**src/hdl/assert_macros.svh**
```systemverilog
// Assertion macros shared by the RTL.
// No dependencies; synthesis builds define SYNTH to drop the checks.
`ifndef ASSERT_MACROS_SVH
`define ASSERT_MACROS_SVH
`ifndef SYNTH
`define AST_IMPLY(lbl, ante, cons) \
  lbl: assert property (@(posedge clk) disable iff (!rst_n) (ante) |-> (cons)) \
    else $error("assertion failed");
`define AST_NEXT(lbl, ante, cons) \
  lbl: assert property (@(posedge clk) disable iff (!rst_n) (ante) |=> (cons)) \
    else $error("assertion failed");
`else
`define AST_IMPLY(lbl, ante, cons)
`define AST_NEXT(lbl, ante, cons)
`endif
`endif

```
**src/hdl/cmf_pkg.sv**
```systemverilog
// Package for the chroma median filter: sizes, register codes, lane tag, FSM states.
// No dependencies.
package cmf_pkg;
  localparam int MAX_WIDTH   = 1024;
  localparam int MAX_RADIUS  = 3;
  localparam int MAX_HEIGHT  = 4096;
  localparam int SAMPLE_BITS = 8;
  localparam int RING_ROWS   = 2 * MAX_RADIUS + 2;
  localparam int COL_W       = $clog2(MAX_WIDTH);
  localparam int ROW_W       = $clog2(MAX_HEIGHT);
  localparam int RING_W      = $clog2(RING_ROWS);
  localparam int ADDR_W      = RING_W + COL_W;
  localparam int CNT_W       = $clog2((2 * MAX_RADIUS + 1) * (2 * MAX_RADIUS + 1) + 1);
  localparam int BIT_W       = $clog2(SAMPLE_BITS);

  localparam logic [1:0] REG_RADIUS = 2'd0;
  localparam logic [1:0] REG_WIDTH  = 2'd1;
  localparam logic [1:0] REG_HEIGHT = 2'd2;

  typedef struct packed {
    logic             valid;
    logic             first;
    logic             last;
    logic [BIT_W-1:0] bitsel;
  } cmf_tag_t;

  typedef enum logic [1:0] {ST_IDLE, ST_READ, ST_FLUSH, ST_OUT} cmf_state_t;

  // rank of the median in a window of side 2r+1
  function automatic logic [CNT_W-1:0] med_rank(input logic [1:0] r);
    logic [3:0] s;
    logic [7:0] sq;
    s  = {r, 1'b1};
    sq = 8'(s * s);
    return CNT_W'(sq >> 1);
  endfunction
endpackage

```
**src/hdl/cmf_merge.sv**
```systemverilog
// Output stage: joins the U and V lane results with the frame flag into one register.
// Depends on cmf_pkg.
module cmf_merge (
  input  logic                                 clk,
  input  logic                                 rst_n,
  input  logic                                 load,
  input  logic [cmf_pkg::SAMPLE_BITS-1:0]      u_med,
  input  logic [cmf_pkg::SAMPLE_BITS-1:0]      v_med,
  input  logic                                 last,
  input  logic                                 out_tready,
  output logic                                 out_tvalid,
  output logic [2*cmf_pkg::SAMPLE_BITS-1:0]    out_tdata, // u_out, v_out
  output logic                                 out_tlast, // frame_end
  output logic                                 slot_free
);
  logic                              valid_r;
  logic [2*cmf_pkg::SAMPLE_BITS-1:0] data_r;
  logic                              last_r;

  assign slot_free = !valid_r || out_tready;

  always_ff @(posedge clk) begin
    if (!rst_n) begin
      valid_r <= 1'b0;
    end else if (load) begin
      valid_r <= 1'b1;
    end else if (out_tready) begin
      valid_r <= 1'b0;
    end
  end

  always_ff @(posedge clk) begin
    if (load) begin
      data_r <= {v_med, u_med};
      last_r <= last;
    end
  end

  assign out_tvalid = valid_r;
  assign out_tdata  = data_r;
  assign out_tlast  = last_r;
endmodule
```
**config.mk**
```make
export PLATFORM = sky130hd
export DESIGN_NAME = cmf_merge
export DESIGN_NICKNAME = d
export VERILOG_FILES = /design/src/hdl/assert_macros.svh /design/src/hdl/cmf_pkg.sv /design/src/hdl/cmf_merge.sv
export SDC_FILE = /design/constraint.sdc
export NUM_CORES = 1
export LEC_CHECK = 0
export ABC_AREA = 1
export ABC_CLOCK_PERIOD_IN_PS = 800
export BUFFER_PORTS_ARGS = -buffer_cell sky130_fd_sc_hd__buf_2
export CORE_MARGIN = 5
export CORE_UTILIZATION = 34
export CTS_CLUSTER_DIAMETER = 30
export DETAILED_ROUTE_END_ITERATION = 10
export PLACE_DENSITY = 0.71
export SLEW_MARGIN = 0
export SYNTH_ARGS = -nofsm -noshare
export SYNTH_HDL_FRONTEND = slang
export SYNTH_SLANG_ARGS = --single-unit
```
**constraint.sdc**
```tcl
create_clock -name clk -period 0.8 [get_ports clk]
set_input_delay 0.04 -clock clk [delete_from_list [all_inputs] [get_ports clk]]
set_output_delay 0.04 -clock clk [all_outputs]
set_load 0.03 [all_outputs]
```
# After elaboration in Yosys (flattened, before gate mapping)
# Index checks and enable logic that the tools add are counted.
# totals
reg_bits	18
elab_cells	8
inputBits	21
output_inout_bits	19
# op_classes
n_mux	2
n_reduce_logical	3
# ops
operator	n
two-way mux 1 bit	2
nonzero test 2 bit	1
zero test 1 bit	1
logical OR 1 bit	1

# Logic depth before layout (Yosys ltp)
# logic_depth
ltp_word	2
depth_mapped	3
depth_no_buf	3

# Worst setup path before layout
# Ideal clock, no wire load.
# synth_timing
kind	reg2reg
from	reg, netlist name out_tvalid
to	reg valid_r (netlist: out_tvalid)
path_stages_with_launch	3
t_required_ps	734
setup_slack_ps	-106
path_buffers	0
arrival_ps	840
setup_time_ps	66
synth_period_minus_slack_ps	906
cell_sequence	dfxtp_1 -> nand2_2 -> a21oi_2
# synth_rtl
element	line	rtl
end signal, assigned	cmf_merge.sv:24	valid_r <= 1'b0;
end signal, assigned	cmf_merge.sv:26	valid_r <= 1'b1;
end signal, assigned	cmf_merge.sv:28	valid_r <= 1'b0;
end, declared	cmf_merge.sv:16	logic valid_r;

# Worst setup path after layout
# layout_timing
from	reg data_r (netlist bit out_tdata[5])
to	out out_tdata[5] in the netlist's numbering
# layout_rtl
element	line	rtl
start, declared	cmf_merge.sv:17	logic [2*cmf_pkg::SAMPLE_BITS-1:0] data_r;
start signal, assigned	cmf_merge.sv:34	data_r <= {v_med, u_med};
end, declared	cmf_merge.sv:12	output logic [2*cmf_pkg::SAMPLE_BITS-1:0] out_tdata,
# No word-level cell between the ends.

==> reports/results.md <==
- finished with violations — status
- setup timing — failing checks
- 0 — warning count from the yosys run
- 91.7% — share of the synthesized area in the top cell type
- 98 — number of fill cells
- 55.3% — ratio of cells with drive above 1 in the final layout
- 17 — number of synthesized flops with an enable pin
- 0 — Hold Fails Final Rpt
- built — clock tree from TritonCTS
- out_tvalid — Worst Hold Endpoint
- 110% — ratio of final minimum period to clock period
- sky130_fd_sc_hd__edfxtp_1 — library cell with the largest summed area after synthesis
- 2550 sq um — full die area
- 1 — H-tree levels
- reg -> out — type of the worst setup path
- 488 — via count of the first global-routing pass
- 1 — buffers plus inverters on the worst setup path
- out_tready — worst hold start
- 3 — initial DRC count
- 36.5% — initial core utilization
- 0.10 ns — CTS clock-pin slew for the worst setup and hold paths
- 0.00145 V — Max VDD drop
- 4 — instance count along the most critical hold path
- 0 — initial antenna violation count
- 0.159 ns — worst-case setup slack after placement
- 24.2 sq um — Avg Inst Size Synth
- 0 — global route total overflow
- 19 — final setup vio count
- 0% — proportion of synthesized flip-flops having asynchronous set or reset
- 1910 nW/um^2 — P per Cell Area
- 1 — CP Depth
- 107 — number of nets in the layout
- 23 — Gate Count Post-Synth
- 44 — nets in the synthesized netlist
- sky130_fd_sc_hd__edfxtp_1 — ys flop type
- 1.13 GHz — maximum clock frequency
- 102% — area growth from synthesis to layout
- 0.23 ns — setup slack, reg-to-reg
- 0 ns — clock tree skew after final layout
- in -> reg — path category of the worst min-delay check
- 0.40 ns — largest stage delay on the critical path
- 0.76 ns — WP data required
- 79 — count of placed standard cells including taps
- sky130_fd_sc_hd__edfxtp_1 — most repeated cell in the gate-level netlist after synthesis
- 95.3% — sequential cell area fraction in the yosys report
- 39 — count of port buffers added during placement
- 0.116 ns — Worst Tran Pin Value
- 0 — number of pins exceeding their max-slew limit in the final report
- 2.13 mm — first-pass GRT wire length
- 1.34 mm — post-detailed-routing wire length
- 14 — row cnt
- 0.606 — routability cong.
- out_tvalid — Reg2Reg Capture Point
- 17 x sky130_fd_sc_hd__edfxtp_1, 3 x sky130_fd_sc_hd__inv_1, 1 x sky130_fd_sc_hd__a21oi_2, 1 x sky130_fd_sc_hd__dfxtp_1, 1 x sky130_fd_sc_hd__nand2_2 — most instantiated cells after synthesis
- 1520 sq um — core area
- buf_6 — cells along the critical path
- 3 — number of CTS-inserted buffers
- 18 — number of synthesized register bits
- 0 — Max Cap Viol
- 101 — Cell Count, Final, Fillers Out
- 1 — critical path peak fanout
- sky130_fd_sc_hd__edfxtp_1 92%, sky130_fd_sc_hd__dfxtp_1 3.6%, sky130_fd_sc_hd__inv_1 2.0% — top post-synthesis cells by area
- 417 — via count
- flip-flops — delay-heaviest family, CP
- 0 — total inserted antenna cells
- 0.84 ns — Arr. time, crit path
- primary output — endpoint kind of the worst setup timing path
- 0 — ANT nets after route
- 0.28 ns — Clk Latency, worst-skew pair
- 16 — maximum number of pins on one net before global-route repair
- -0.0822 ns — post-layout worst setup margin
- out_tvalid — RR Startpoint
- 50.5 microns — Die X-Extent
- 11.3% — GRT Util Overall
- 2 — 1st-pass router iterations
- 92.3% — worst rel slew slack
- 0.000493 uW — Leak
- 0.882 ns — final period demand of the worst path
- sky130_fd_sc_hd__edfxtp_1 — Worst path slowest cell
- 2 — Reg2Reg Depth
- 557 sq um — cell area after synthesis
- 13.3 microns — average detailed-routed wire length per instance
- 5 — number of distinct standard cells referenced by the synthesized netlist
- 40 — io pins
- 2 — clock tree buffer depth
- 4.13 — ratio of routed vias to standard cells
- 0 — DRC violation count after routing
- 50.5 microns — Die H
- true — unrepaired setup endpoints after global routing
- register — CP startpoint kind
- sky130_fd_sc_hd__clkbuf_4 — cell at the root of the clock tree
- 18 — clock tree sinks
[layout by cell type, fill, tap and decap left out, drive strengths merged]
cell type,n
dfxtp,1
clkbuf,4
inv,3
nand2,1
dlygate4sd3,18
a21oi,1
edfxtp,17
buf,40
[routing by layer]
metal  vias up  part of all wire [%]  GRT usage, %
li1        207                     -             -
met1       189                    35          10.8
met2        21                    57          21.3
met3         0                   8.5          3.55
met4         0                     0          5.11
met5         -                     0             0
[how the worst max path moves through the flow]
stage / from / to / slack, ns
finish: out_tdata[5] / out_tdata[5] / -0.08
detailed placement: load / out_tdata[8] / 0.16
global placement: load / out_tdata[13] / 0.17
floorplan: out_tvalid / out_tvalid / 0.02
CTS: out_tdata[10] / out_tdata[10] / -0.09
global route: out_tdata[11] / out_tdata[11] / -0.13
[sequential cells by signal (all words and copies together) (netlist names)]
name        count
out_tvalid      1
out_tdata      16
out_tlast       1
[stage by stage]
step                      total power [uW]  setup TNS, ns  cell area [sq um]  hold slack (ns)  utilization (%)
after floorplan                       1320              0                558            0.139                -
final                                 2150          -1.22               1120           0.0185             73.8
after global routing                  2240          -2.11               1120           0.0214             73.8
after CTS                             2170          -1.51               1120           0.0112             73.8
after global placement                1450              0                793            0.217             52.1
after detailed placement              1460              0                793            0.218             52.1
[kinds of logic (layout without fill, tap and decap cells)]
family	Yosys count	count (layout)	share of synthesized area, %
flip-flops	18	18	95.3
buffers and inverters	3	65	2.02
AND/OR/NAND/NOR	1	1	1.12
AO/OA/AOI/OAI	1	1	1.57
[report_power, final]
part | internal (uW) | leakage [uW] | switching (uW)
sequential | 1110 | 0.000175 | 31.6
clock | 277 | 0.0000210 | 266
combinational | 235 | 0.000297 | 226
total | 1620 | 0.000493 | 524
[cell type report]
type / instances / area (sq um) / area share (%)
clock buffers: 4 / 36.3 / 3.23
multi-input cells: 2 / 15.0 / 1.33
repair buffers: 58 / 510 / 45.4
well taps: 16 / 20.0 / 1.78
flip-flops and latches: 18 / 532 / 47.3
inverters: 3 / 11.3 / 1.00
[repair_timing]
action,CTS,global route
buffers inserted,0,0
hold buffers,18,0
endpoints found under the hold margin,18,0
pin swaps,1,0
gates cloned,0,0
gates resized for setup,37,0
setup endpoints to repair,19,19
(Power assumes the default switching activity.)
