--- src/hdl/assert_macros.svh ---
// Assertion macros shared by the RTL.
// No dependencies; synthesis builds define SYNTH to drop the checks.
`ifndef ASSERT_MACROS_SVH
`define ASSERT_MACROS_SVH
`ifndef SYNTH
`define AST_IMPLY(lbl, ante, cons) \
  lbl: assert property (@(posedge clk) disable iff (!rst_n) (ante) |-> (cons)) \
    else $error("assertion failed");
`define AST_NEXT(lbl, ante, cons) \
  lbl: assert property (@(posedge clk) disable iff (!rst_n) (ante) |=> (cons)) \
    else $error("assertion failed");
`else
`define AST_IMPLY(lbl, ante, cons)
`define AST_NEXT(lbl, ante, cons)
`endif
`endif

--- src/hdl/cmf_pkg.sv ---
// Package for the chroma median filter: sizes, register codes, lane tag, FSM states.
// No dependencies.
package cmf_pkg;
  localparam int MAX_WIDTH   = 1024;
  localparam int MAX_RADIUS  = 3;
  localparam int MAX_HEIGHT  = 4096;
  localparam int SAMPLE_BITS = 8;
  localparam int RING_ROWS   = 2 * MAX_RADIUS + 2;
  localparam int COL_W       = $clog2(MAX_WIDTH);
  localparam int ROW_W       = $clog2(MAX_HEIGHT);
  localparam int RING_W      = $clog2(RING_ROWS);
  localparam int ADDR_W      = RING_W + COL_W;
  localparam int CNT_W       = $clog2((2 * MAX_RADIUS + 1) * (2 * MAX_RADIUS + 1) + 1);
  localparam int BIT_W       = $clog2(SAMPLE_BITS);

  localparam logic [1:0] REG_RADIUS = 2'd0;
  localparam logic [1:0] REG_WIDTH  = 2'd1;
  localparam logic [1:0] REG_HEIGHT = 2'd2;

  typedef struct packed {
    logic             valid;
    logic             first;
    logic             last;
    logic [BIT_W-1:0] bitsel;
  } cmf_tag_t;

  typedef enum logic [1:0] {ST_IDLE, ST_READ, ST_FLUSH, ST_OUT} cmf_state_t;

  // rank of the median in a window of side 2r+1
  function automatic logic [CNT_W-1:0] med_rank(input logic [1:0] r);
    logic [3:0] s;
    logic [7:0] sq;
    s  = {r, 1'b1};
    sq = 8'(s * s);
    return CNT_W'(sq >> 1);
  endfunction
endpackage

--- src/hdl/cmf_lane.sv ---
// One median lane: bitwise rank selection over repeated passes of the window.
// Depends on cmf_pkg.
module cmf_lane (
  input  logic                               clk,
  input  logic                               start,
  input  logic [cmf_pkg::CNT_W-1:0]          rank,
  input  cmf_pkg::cmf_tag_t                  tag,
  input  logic [cmf_pkg::SAMPLE_BITS-1:0]    sample,
  output logic [cmf_pkg::SAMPLE_BITS-1:0]    median
);
  logic [cmf_pkg::SAMPLE_BITS-1:0] prefix_r;
  logic [cmf_pkg::CNT_W-1:0]       k_r, cnt_r, cnt_nxt;
  logic [cmf_pkg::SAMPLE_BITS-1:0] hi_mask;
  logic                            match;

  always_comb begin
    hi_mask = {cmf_pkg::SAMPLE_BITS{1'b1}} << ({1'b0, tag.bitsel} + 4'd1);
    // sample agrees with the bits already fixed and has a zero at this bit
    match   = ((sample & hi_mask) == (prefix_r & hi_mask)) && !sample[tag.bitsel];
    cnt_nxt = (tag.first ? '0 : cnt_r) + cmf_pkg::CNT_W'(match);
  end

  always_ff @(posedge clk) begin
    if (start) begin
      prefix_r <= '0;
      k_r      <= rank;
      cnt_r    <= '0;
    end else if (tag.valid) begin
      cnt_r <= cnt_nxt;
      if (tag.last && !(k_r < cnt_nxt)) begin
        prefix_r[tag.bitsel] <= 1'b1;
        k_r                  <= k_r - cnt_nxt;
      end
    end
  end

  assign median = prefix_r;
endmodule

--- config.mk ---
export PLATFORM = sky130hd
export DESIGN_NAME = cmf_lane
export DESIGN_NICKNAME = d
export VERILOG_FILES = /design/src/hdl/assert_macros.svh /design/src/hdl/cmf_pkg.sv /design/src/hdl/cmf_lane.sv
export SDC_FILE = /design/constraint.sdc
export NUM_CORES = 1
export LEC_CHECK = 0
export BUFFER_PORTS_ARGS = -buffer_cell sky130_fd_sc_hd__buf_4
export CAP_MARGIN = 20
export CORE_UTILIZATION = 59
export DETAILED_ROUTE_END_ITERATION = 8
export GPL_ROUTABILITY_DRIVEN = 0
export PLACE_DENSITY = 0.85
export SYNTH_ARGS = -nofsm -noshare
export SYNTH_HDL_FRONTEND = slang
export SYNTH_SLANG_ARGS = --single-unit
--- constraint.sdc ---
create_clock -name clk -period 7.4 [get_ports clk]
set_input_delay 1.48 -clock clk [delete_from_list [all_inputs] [get_ports clk]]
set_output_delay 1.48 -clock clk [all_outputs]
set_load 0.02 [all_outputs]
# Word level (Yosys, flattened, before mapping)
# Cells that the tools add are included.
[totals] input_bits=22 regBits=20 output_inout_bits=8 word_cells=31
[classes] n_lt_le_gt_ge=3 n_shift=1 addsub=3 reduce_logical=9 n_eq_ne=1 n_mux=8 bitwise_logic=3
[op_table] op="$mux 6" n=4
[op_table] op="$and 8x8->8" n=2
[op_table] op="$eq 8x8->1" n=1
[op_table] op="$or 8x8->8" n=1
[op_table] op="$shl 8x4->8 const A" n=1
[op_table] op="$add 6x1->6" n=1
[op_table] op="$lt 6x6->1" n=1
[op_table] op="$sub 6x6->6" n=1
[op_table] op="$add 3x1->4 const B" n=1
[op_table] op="$lt 3x4->1 const B" n=1
[op_table] op="$reduce_and 2->1" n=2
[op_table] op="$reduce_bool 2->1" n=2
[op_table] op="$bmux 1 s3" n=1
[op_table] op="$demux 1 s3" n=1
[op_table] op="$ge 3x1->1 const B" n=1
[op_table] op="$logic_and 1x1->1" n=3
[op_table] op="$logic_not 1->1" n=2
[op_table] op="$mux 1" n=2

# Logic depth before layout (Yosys ltp)
# Gate-level depths: netlist of the first run.
[depth] ltp_word=12 mapped_depth=17 mapped_depth_nobuf=16

# Worst setup path before layout of the first run
# Ideal clock, no wire load.
[synth_path] path_type="input to register" start="input port tag[0] (netlist bit)" end="register k_r[0] (netlist bit) (enable)" arrival_time_ns=4.104 stages=15 setup_slack_ns=3.012 setup_time_ns=0.284 required_ns=7.116 path_buffers=0 cell_sequence="ha_1 xnor2_1 o21ai_0 a32o_1 and4_1 ha_1 and3_1 xnor2_1 or2_1 ha_1 o21a_2 o31a_4 o21a_1 o21ai_1 nand2b_1"
[synth_between] elab_chain_len=11 word_cells_on_any_way=15 cone_classes="add/sub: 2; order compare: 1; eq/ne: 1; shift: 1; mux: 2; bitwise: 2; reduce/logical: 6"
[synth_rtl] element="start, declared" line_no="cmf_lane.sv:7" text="input cmf_pkg::cmf_tag_t tag,"
[synth_rtl] element="$add 3x1->4" line_no="cmf_lane.sv:17" text="hi_mask = {cmf_pkg::SAMPLE_BITS{1'b1}} << ({1'b0, tag.bitsel} + 4'd1);"
[synth_rtl] element="$shl 8x4->8" line_no="cmf_lane.sv:17"
[synth_rtl] element="$and 8x8->8" line_no="cmf_lane.sv:19" text="match = ((sample & hi_mask) == (prefix_r & hi_mask)) && !sample[tag.bitsel];"
[synth_rtl] element="$eq 8x8->1" line_no="cmf_lane.sv:19"
[synth_rtl] element="$logic_and 1x1->1 (*)" line_no="cmf_lane.sv:19"
[synth_rtl] element="$add 6x1->6 (*)" line_no="cmf_lane.sv:20" text="cnt_nxt = (tag.first ? '0 : cnt_r) + cmf_pkg::CNT_W'(match);"
[synth_rtl] element="$lt 6x6->1 (*)" line_no="cmf_lane.sv:30" text="if (tag.last && !(k_r < cnt_nxt)) begin"
[synth_rtl] element="$logic_not 1->1 (*)" line_no="cmf_lane.sv:30"
[synth_rtl] element="$logic_and 1x1->1 (*)" line_no="cmf_lane.sv:30"
[synth_rtl] element="$reduce_bool 2->1 (no source line) (*)"
[synth_rtl] element="$reduce_and 2->1 (no source line) (*)"
[synth_rtl] element="end signal, assigned" line_no="cmf_lane.sv:26" text="k_r <= rank;"
[synth_rtl] element="end signal, assigned" line_no="cmf_lane.sv:32" text="k_r <= k_r - cnt_nxt;"
[synth_rtl] element="end, declared" line_no="cmf_lane.sv:12" text="logic [cmf_pkg::CNT_W-1:0] k_r, cnt_r, cnt_nxt;"
# Mark *: on every way between the ends. The rest lies on a longest branch, timed or not. The select of a mux whose other input is x is not followed.
# A chain may end at the register's enable or synchronous reset.

# Worst setup path after layout of the first run
[layout_path] start="input port tag[0] (netlist bit)" end="register k_r[1] (netlist bit) (enable)"
# The elaborated chain is that of the path after synthesis.

==> results of run 1 <==
synthesized netlist by cell type, types with 2 or more instances:
cell,count,share of area
buf_2,2,0.0068
nor3_1,5,0.017
dfxtp_1,14,0.19
buf_4,2,0.010
inv_1,12,0.030
buf_6,2,0.015
or2_1,2,0.0084
xor2_1,7,0.041
o21ai_1,15,0.051
ha_1,10,0.084
nor2b_1,4,0.017
nand2b_1,4,0.017
xnor2_1,8,0.047
mux2i_1,5,0.034
a21oi_1,13,0.044
o21ai_0,6,0.020
nand3_1,3,0.010
and2b_1,2,0.010
nor2_1,9,0.023
a211oi_1,2,0.010
edfxtp_1,6,0.12
a21o_1,2,0.010
nand2_1,10,0.025
final timing paths:
check,from,end,depth (start not counted)
max,tag[0],k_r[1]$_DFFE_PP_,16
min,median[7]$_SDFFE_PP0P_,median[7]$_SDFFE_PP0P_,2
max reg2reg,median[5]$_SDFFE_PP0P_,k_r[1]$_DFFE_PP_,14
min reg2reg,median[7]$_SDFFE_PP0P_,median[7]$_SDFFE_PP0P_,2
tightest hold or removal path, cell delays in order, from the launching register on:
cell     delay [ns]
dfxtp_1        0.35
inv_1          0.06
a21oi_1        0.05
power groups by stage:
stage          Sequential (mW)  Clock, mW  Combinational [mW]
6_report                 0.125     0.0935              0.0808
5_1_grt                  0.126     0.0988              0.0891
4_1_cts                  0.125     0.0947              0.0802
3_5_place_dp             0.127          0              0.0789
3_3_place_gp             0.127          0              0.0758
2_1_floorplan            0.128          0              0.0553
area by class of cell:
type	instances	area share
clock inverter	1	0.01729
clock buffer	3	0.01297
multi-input combinational	131	0.5310
tap	28	0.02017
sequential	20	0.2651
inverter	13	0.02810
timing repair buffer	29	0.1254
kinds of logic after synthesis:
logic type      Yosys count
xor+xnor                 15
flops                    20
fa+ha+maj                11
simple gates             52
compound gates           48
mux                       5
buf+inv                  20
routing by layer:
metal  vias to the layer above  GRT usage  share of wire
met3                        10    0.03509          0.042
met2                        38     0.4679           0.48
met1                       601     0.3707           0.45
met5                         -          0              0
met4                         0     0.1404          0.024
li1                        656          -              -
state kept, by name, summed over array words and instances, names as in the netlist:
register  flops
cnt_r         6
median        8
k_r           6
==> results.txt, run 1 <==
----------------------------------------------------
[STA]
  Final Cycle Share ... 0.6042
  Endpoints failing setup ... 0
  Headroom to the max-slew limit ... 0.7632
  Final Max Slew Viols ... 0
  Fmax ... about 220 MHz
  Final-layout worst hold slack ... 0.4957 ns
  RSZ-0062 raised after global routing ... no
  Least-Margin Pin Slew ... 0.3528 ns
  Clock period minus final worst setup slack ... 4.471 ns
  Crit path setup slack, layout ... between 2 and 3 ns
  Final-layout setup total negative slack ... 0 ns
  Final Hold Viols ... 0
  Final clock skew ... 0.003158 ns

[GRT]
  Vias in the first global route ... 1,316
  Global-route wire length before repair ... between 5 and 6 mm
  Grt total ovfl ... 0
  Largest net degree at the start of global routing ... 31
  Overall routing resource usage ... 0.2866
  Initial antenna violation count ... 0

[Logic synthesis]
  Simple-gate portion of the synthesized area ... 0.2059
  Part of the Yosys area used for sequential elements ... 0.3105
  Flop and latch count out of synthesis ... 20
  Multiplexer share of the synthesized area ... 0.03376
  Primary FF master, synth ... dfxtp_1
  Adder and majority cell fraction of the synthesized area ... 0.09789
  Number of synthesized flops with an enable pin ... 6
  Synthesized netlist net count ... 204
  Combinational family with the most area after synthesis ... simple AND/OR/NAND/NOR gates
  Mapped Area ... 1483 µm²
  Compound-Gate Fraction of Synth Area ... 0.1958
  Synth unique cells ... 49
  Post-synthesis xor/xnor area fraction ... 0.08861
  Synth Warn # ... 0
  Async set or reset register ratio after synthesis ... 0
  Mean area per synthesized cell ... 8.671 µm²
  Cell count after synthesis ... 171

[Placed design]
  DP HPWL ... around 2.5 mm
  Placed Instance Area ... approximately 1700 µm²
  Post-Place Worst Slack ... roughly 2.6 ns
  Port Buf Inserts ... 29
  Number of placed instances with taps included ... between 200 and 250

[Power and ir drop]
  Pwr Total ... 0.2993 mW
  Net Sw Power ... 0.08511 mW
  Power density over the cells ... 172.3 nW/µm²
  Peak supply drop ... 0.0001470 V
  Internal power of the cells ... 0.2142 mW
  Register share of total power ... 0.418
  Comb pwr share ... 0.270
  Switching Fraction ... 0.2844
  Lkg Pwr ... 0.7424 nW
  Power share of the clock group ... 0.312

[Final layout]
  Layout overhead on the synthesized area ... 17.13%
  Area of all sequential standard cells ... 460.4 µm²
  Final cell area excluding filler cells ... 1737 µm²
  Leading cell types in the layout, fill and taps excluded ... 29 x buf_4, 15 x o21ai_1, 14 x dfxtp_1
  Count of placed standard cells in the final layout, fillers left out ... 225
  Most common library cell in the layout ignoring fill and taps ... buf_4
  NumNets Final ... 231
  Share of cells above drive strength 1 ... 0.2132
  End-of-flow core utilization ... 0.7560
  Filler Cell Count ... 177
  Area used by multi-input combinational logic ... 922.1 µm²
  Number of antenna repair diodes ... 0

[Detailed routing]
  Routed wirelength normalized by instance count ... 14.83 µm
  Detailed-route via count ... roughly 1,300
  Post-detailed-route via-to-cell ratio ... 5.800
  Wire length reported by the detailed router ... roughly 3.3 mm
  Iter 0 DRT Violations ... 29
  Routed Antenna Nets ... 0
  Remaining design rule violation count ... 0
  DR pass1 iterations ... 5

[Critical path]
  Dominant delay contributor by cell family on the critical path ... compound AO/OA/AOI/OAI gates
  Reg-to-reg slack, setup ... 4.11 ns
  Number of buffers and inverters on the critical path ... 1
  Startpoint class of the critical path ... input port
  Worst path max stage delay ... 0.36 ns
  Max stage delay cell, worst path ... ha_1
  Path type of the worst setup path ... in -> reg
  Cells traversed along the worst timing path ... buf_4 > ha_1 > xnor2_1 > o21ai_0 > a32o_1 > and4_1 > ha_1 > and3_1 > xnor2_1 > or2_1 > ha_1 > o21a_2 > o31a_4 > o21a_1 > o21ai_1 > nand2b_1
  Required time of the critical path ... 7.44 ns
  Critical path capture point type ... flop
  Top cell by count, worst path ... ha_1
  CP max FO ... 14
  Arrival time at the worst endpoint ... between 4 and 5 ns

[Hold path]
  Class of the worst hold path ... reg -> reg

[Clock tree]
  TritonCTS clock tree ... built
  Clock H-tree levels ... 1
  Post-CTS resize count ... 0
  Buffer count from post-CTS setup fixing ... 0
  CTS Buf Count ... 3
  Number of buffers on the longest clock path ... 2
  Clock transition at the registers of the reported paths ... 0.12 ns
  Clock tree sinks ... 20
  Worst skew pair latency ... 0.32 ns
  Cell at the root of the clock tree ... clkbuf_4
  Number of hold buffers added after cts ... 0

[Flow run]
  Max-capacitance violation count ... 0

[Floorplanning]
  Floorplan die height ... about 52 µm
  DIE WIDTH ... ~52 µm
  Full die area ... 2718 µm²
  Area of the core ... 2297 µm²
  I/O pin total ... 30
  Number of core rows ... 17
  Initial core utilization ... 0.6454

[Status]
  Result of the run ... finished clean

----------------------------------------------------
No activity file was read; power rests on OpenSTA's default activity.
==> run 2, diff against run 1 <==
Settings changed: CORE_UTILIZATION 59 to 49, PLACE_DENSITY 0.85 to 0.75.
Clock period 7.4 ns to 3.91 ns, I/O delays scaled along.
==> run 2 against run 1 <==
  * The flow now finishes with violations (DRC)
  * Critical endpoint is now k_r[2]$_DFFE_PP_
  * Clock-buffer cell count rose by 1
  * Largest power group unchanged
  * Largest cell class unchanged
  * Routed wire length fell by 1.4%
  * Register-to-register slack got worse by 3.4 ns
==> results.txt, run 2 (synthesis results as in run 1) <==
----------------------------------------------------
[Placed design]
  Post-Place Worst Slack ... -0.09316 ns
  DP HPWL ... between 2 and 3 mm
  Placed Instance Area ... around 1700 µm²
  Port Buf Inserts ... 29

[STA]
  Final clock skew ... 0.001720 ns
  RSZ-0062 raised after global routing ... no
  Endpoints failing setup ... 0
  Least-Margin Pin Slew ... 0.3538 ns
  Final Cycle Share ... 0.9379
  Clock period minus final worst setup slack ... approximately 3.7 ns
  Crit path setup slack, layout ... 0.2427 ns
  Headroom to the max-slew limit ... 0.7625
  Final Hold Viols ... 0
  Fmax ... 272.7 MHz
  Final Max Slew Viols ... 0
  Final-layout worst hold slack ... 0.4866 ns

[Flow run]
  Max-capacitance violation count ... 0

[Critical path]
  Worst reg-to-reg path cell count ... 16
  Worst path max stage delay ... ~0.3 ns
  Arrival time at the worst endpoint ... 3.70 ns
  Path type of the worst setup path ... in -> reg
  Startpoint class of the critical path ... input port
  CP max FO ... 6
  Cells traversed along the worst timing path ... buf_4 > ha_1 > xnor2_1 > o21ai_0 > a32o_1 > and4_1 > ha_1 > and3_1 > xnor2_1 > or2_1 > ha_1 > o21a_2 > o31a_4 > o21a_1 > o21ai_1 > nand2b_1
  Reg-to-reg slack, setup ... 0.70 ns
  Max stage delay cell, worst path ... ha_1
  Reg-to-reg critical path startpoint ... median[2]$_SDFFE_PP0P_
  Reg2Reg Capture Point ... k_r[2]$_DFFE_PP_
  Required time of the critical path ... between 3 and 4 ns
  Critical path capture point type ... flop
  Top cell by count, worst path ... ha_1

[Power and ir drop]
  Lkg Pwr ... around 0.75 nW
  Peak supply drop ... 0.0002397 V
  Power density over the cells ... 285.9 nW/µm²

[Final layout]
  Layout overhead on the synthesized area ... 18.14%
  Number of antenna repair diodes ... 0
  Leading cell types in the layout, fill and taps excluded ... 34 x buf_4, 15 x o21ai_1, 14 x dfxtp_1
  Share of cells above drive strength 1 ... 0.2277
  End-of-flow core utilization ... 0.6244
  Final cell area excluding filler cells ... 1752 µm²
  Number of flip-flops under the largest register name ... 8
  NumNets Final ... 236
  Most common library cell in the layout ignoring fill and taps ... buf_4

[Status]
  Failing checks ... DRC
  Result of the run ... complete, but fails checks

[Clock tree]
  Number of hold buffers added after cts ... 0
  TritonCTS clock tree ... built
  Post-CTS resize count ... 0
  CTS Buf Count ... 3
  Number of buffers on the longest clock path ... 2
  Clock tree sinks ... 20
  Clock H-tree levels ... 1
  Cell at the root of the clock tree ... clkbuf_4
  Clock transition at the registers of the reported paths ... 0.11 ns
  Worst skew pair latency ... slightly above 0.3 ns
  Buffer count from post-CTS setup fixing ... 0

[Detailed routing]
  Detailed-route via count ... 1,281
  Wire length reported by the detailed router ... 3.290 mm
  Routed wirelength normalized by instance count ... approximately 14 µm
  Routed Antenna Nets ... 0
  Iter 0 DRT Violations ... 26
  Remaining design rule violation count ... 2
  DR pass1 iterations ... 6
  Post-detailed-route via-to-cell ratio ... 5.498

[Floorplanning]
  Initial core utilization ... 0.5285
  Area of the core ... 2805 µm²
  I/O pin total ... 30
  Floorplan die height ... 57.01 µm
  Number of core rows ... 19
  DIE WIDTH ... 57.01 µm
  Full die area ... 3250 µm²

[Hold path]
  Class of the worst hold path ... reg -> reg
  Number of cells on the worst hold path ... 2
  Worst hold endpoint ... median[5]$_SDFFE_PP0P_
  Startpoint of the lowest-slack hold path ... median[5]$_SDFFE_PP0P_

[GRT]
  Initial antenna violation count ... 0
  Vias in the first global route ... ~1,300
  Largest net degree at the start of global routing ... 31
  Overall routing resource usage ... 0.2292
  Grt total ovfl ... 0
  Global-route wire length before repair ... a little under 6 mm

----------------------------------------------------
==> run 2: cell types whose count changed in the layout (fill, tap and decap cells not counted) <==
cell,delta
buf_4,+5
bufinv_16,-1
clkbuf_1,+1
==> run 2: layer usage <==
metal  global-route usage  vias up  wire [µm]
li1                     -      664          -
met4              0.07317        0         47
met2               0.3815       28       1577
met3              0.05215        6        152
met1               0.2955      583       1513
met5                    0        -          0
==> run 2: how the worst max path moves through the flow <==
stage | cells past startpoint | to | slack [ns] | from
floorplan | 15 | k_r[0]$_DFFE_PP_ | 0.22 | tag[0]
global placement | 15 | k_r[2]$_DFFE_PP_ | 0.02 | tag[0]
detailed placement | 17 | k_r[4]$_DFFE_PP_ | -0.09 | tag[0]
CTS | 16 | k_r[1]$_DFFE_PP_ | 0.24 | tag[0]
global route | 18 | median[5]$_SDFFE_PP0P_ | 0.04 | tag[0]
finish | 16 | k_r[2]$_DFFE_PP_ | 0.24 | tag[0]
==> run 2: layout make-up <==
type                       instances  area (µm²)
tap                               31       38.79
timing repair buffer              34       255.2
sequential                        20       460.4
clock buffer                       4       26.28
fill                             247        1054
inverter                          13       48.80
multi-input combinational        131       922.1
==> run 2: critical path: cells and delay by family <==
kind / cells / cell delay [ns]
xor+xnor: 2 / 0.34
fa+ha+maj: 3 / 0.74
simple gates: 4 / 0.78
buf+inv: 1 / 0.13
compound gates: 6 / 0.94
==> run 2: metrics by stage <==
stage / setup TNS (ns) / power [mW] / instances
after detailed placement: -0.7470 / 0.4006 / 229
after floorplan: 0 / 0.3465 / 171
final: 0 / 0.5008 / 233
after global routing: 0 / 0.5316 / 233
after global placement: 0 / 0.3926 / 229
after CTS: 0 / 0.5030 / 233
==> run 2: report_power, final <==
group	leakage [nW]	switching, mW	internal [mW]
clock	0.0150	0.0640	0.0399
sequential	0.174	0.00719	0.229
combinational	0.565	0.0814	0.0791
==> run 3, diff against run 2 <==
Settings changed: CELL_PAD_IN_SITES_DETAIL_PLACEMENT from default to 1, CELL_PAD_IN_SITES_GLOBAL_PLACEMENT from default to 1, CORE_UTILIZATION 49 to 40, CTS_BUF_LIST from default to sky130_fd_sc_hd__clkbuf_16, PLACE_DENSITY 0.75 to default, PLACE_DENSITY_LB_ADDON from default to 0.1.
Clock period 3.91 ns to 4 ns, I/O delays scaled along.
==> run 3 against run 2 <==
  * Critical endpoint unchanged
  * Clock skew up 0.0012 ns
  * Highest routed layer is now met3
  * The flow now finishes without violations
  * Routed wire length grew 13%
  * Die area is 22% higher
  * Non-clock buffer count fell by 1
  * Worst setup slack worse by 0.0017 ns
  * Clock-buffer cell count is 1 lower
  * Flip-flop and latch count unchanged
  * Combinational power fell by 3%
  * Largest power group unchanged
  * Sequential power is 2% lower
  * Final cell count rose by 6.0%
==> results.txt, run 3 (synthesis results as in run 1) <==
----------------------------------------------------
[Clock tree]
  Clock transition at the registers of the reported paths ... 0.06 ns
  Worst skew pair latency ... 0.25 ns
  Buffer count from post-CTS setup fixing ... 0
  CTS Buf Count ... 3
  Cell at the root of the clock tree ... clkbuf_16
  Clock H-tree levels ... 1
  TritonCTS clock tree ... built
  Number of buffers on the longest clock path ... 2
  Clock tree sinks ... 20

[GRT]
  Overall routing resource usage ... 0.2061
  Global-route wire length before repair ... between 6 and 7 mm
  Initial antenna violation count ... 0
  Largest net degree at the start of global routing ... 31
  Vias in the first global route ... 1,318
  Grt total ovfl ... 0

[STA]
  Fmax ... roughly 270 MHz
  Least-Margin Pin Slew ... 0.3455 ns
  Final Cycle Share ... 0.9398
  Final clock skew ... roughly 0.0029 ns
  Headroom to the max-slew limit ... 0.7681
  Final Max Slew Viols ... 0
  Endpoints failing setup ... 0
  Clock period minus final worst setup slack ... 3.759 ns
  Final-layout worst hold slack ... 0.4879 ns
  Final-layout setup total negative slack ... 0 ns
  Crit path setup slack, layout ... 0.2410 ns
  Final Hold Viols ... 0

[Hold path]
  Startpoint of the lowest-slack hold path ... median[5]$_SDFFE_PP0P_
  Class of the worst hold path ... reg -> reg
  Number of cells on the worst hold path ... 2

[Power and ir drop]
  Power density over the cells ... 328.5 nW/µm²
  Power share of the clock group ... 0.351
  Lkg Pwr ... 0.7758 nW
  Register share of total power ... 0.388
  Peak supply drop ... approximately 0.00026 V
  Comb pwr share ... 0.261
  Net Sw Power ... 0.1644 mW
  Switching Fraction ... 0.2752
  Internal power of the cells ... approximately 0.43 mW
  Pwr Total ... 0.5972 mW

[Detailed routing]
  Detailed-route via count ... around 1,300
  Wire length reported by the detailed router ... between 3 and 4 mm
  Routed wirelength normalized by instance count ... roughly 15 µm
  Routed Antenna Nets ... 0
  Remaining design rule violation count ... 0
  DR pass1 iterations ... 4
  Post-detailed-route via-to-cell ratio ... 5.235
  Iter 0 DRT Violations ... 66

[Placed design]
  Port Buf Inserts ... 29
  Placed Instance Area ... between 1500 and 2000 µm²
  DP HPWL ... 2.976 mm
  Post-Place Worst Slack ... -0.09251 ns

[Critical path]
  Path type of the worst setup path ... in -> reg
  Worst reg-to-reg path cell count ... 16
  CP max FO ... 6
  Arrival time at the worst endpoint ... 3.75 ns
  Critical path capture point type ... flop
  Startpoint class of the critical path ... input port
  Required time of the critical path ... 3.99 ns
  Reg-to-reg critical path startpoint ... median[2]$_SDFFE_PP0P_
  Worst setup startpoint ... tag[0]

[Floorplanning]
  Number of core rows ... 21
  Full die area ... 3954 µm²
  Area of the core ... 3442 µm²
  DIE WIDTH ... between 60 and 70 µm
  Initial core utilization ... 0.4308
  I/O pin total ... 30
  Floorplan die height ... 62.88 µm

[Final layout]
  Final cell area excluding filler cells ... 1818 µm²
  NumNets Final ... 235
  Share of cells above drive strength 1 ... 0.2289
  Layout overhead on the synthesized area ... 22.62%
  Number of flip-flops under the largest register name ... 8
  Number of antenna repair diodes ... 0
  Leading cell types in the layout, fill and taps excluded ... 33 x buf_4, 15 x o21ai_1, 14 x dfxtp_1
  Most common library cell in the layout ignoring fill and taps ... buf_4

[Status]
  Result of the run ... finished clean

[Flow run]
  Max-capacitance violation count ... 0

----------------------------------------------------
-- run 3: power by group through the flow --
stage          clock (mW)  sequential [mW]  combinational [mW]
6_report            0.210            0.232               0.156
5_1_grt             0.219            0.233               0.175
4_1_cts             0.214            0.232               0.156
3_5_place_dp            0            0.236               0.155
3_3_place_gp            0            0.235               0.149
2_1_floorplan           0            0.236               0.102
-- run 3: what timing repair did --
| action | in CTS | in global routing |
|---|---|---|
| resized for setup | 0 | 1 |
| endpoints found under the setup margin | 0 | 6 |
| hold buffers | 0 | 0 |
-- run 3: final cells by class --
| type | count | area [µm²] |
|---|---|---|
| fill | 407 | 1624 |
| multi-input combinational | 131 | 924.6 |
| sequential | 20 | 460.4 |
| timing repair buffer | 33 | 247.7 |
| clock buffer | 3 | 75.07 |
| tap | 46 | 57.56 |
| inverter | 13 | 48.80 |
| clock inverter | 1 | 3.754 |
-- run 3: final timing paths --
check | to | slack, ns
min reg2reg | median[5]$_SDFFE_PP0P_ | 0.49
min | median[5]$_SDFFE_PP0P_ | 0.49
max reg2reg | k_r[2]$_DFFE_PP_ | 0.72
max | k_r[2]$_DFFE_PP_ | 0.24
-- run 3: through the flow --
stage | utilization | cells
final | 0.5282 | 247
after global routing | 0.5282 | 247
after CTS | 0.5274 | 247
after detailed placement | 0.5045 | 243
after global placement | 0.5045 | 243
after floorplan | - | 171
-- run 3: worst max-delay path, cell delays in order --
cell and delay [ns]:
buf_4 0.13, ha_1 0.23, xnor2_1 0.20, o21ai_0 0.09, a32o_1 0.25, and4_1 0.15, ha_1 0.21, and3_1 0.21
xnor2_1 0.14, or2_1 0.23, ha_1 0.29, o21a_2 0.20, o31a_4 0.11, o21a_1 0.17, o21ai_1 0.15, nand2b_2 0.15
-- run 3: per-layer routing --
metal | vias up | share of wire | wire length, µm | global-route usage
li1 | 661 | - | - | -
met1 | 605 | 0.50 | 1848 | 0.2784
met2 | 27 | 0.46 | 1700 | 0.3401
met3 | 0 | 0.043 | 160 | 0.05292
met4 | 0 | 0 | 0 | 0.01453
met5 | - | 0 | 0 | 0
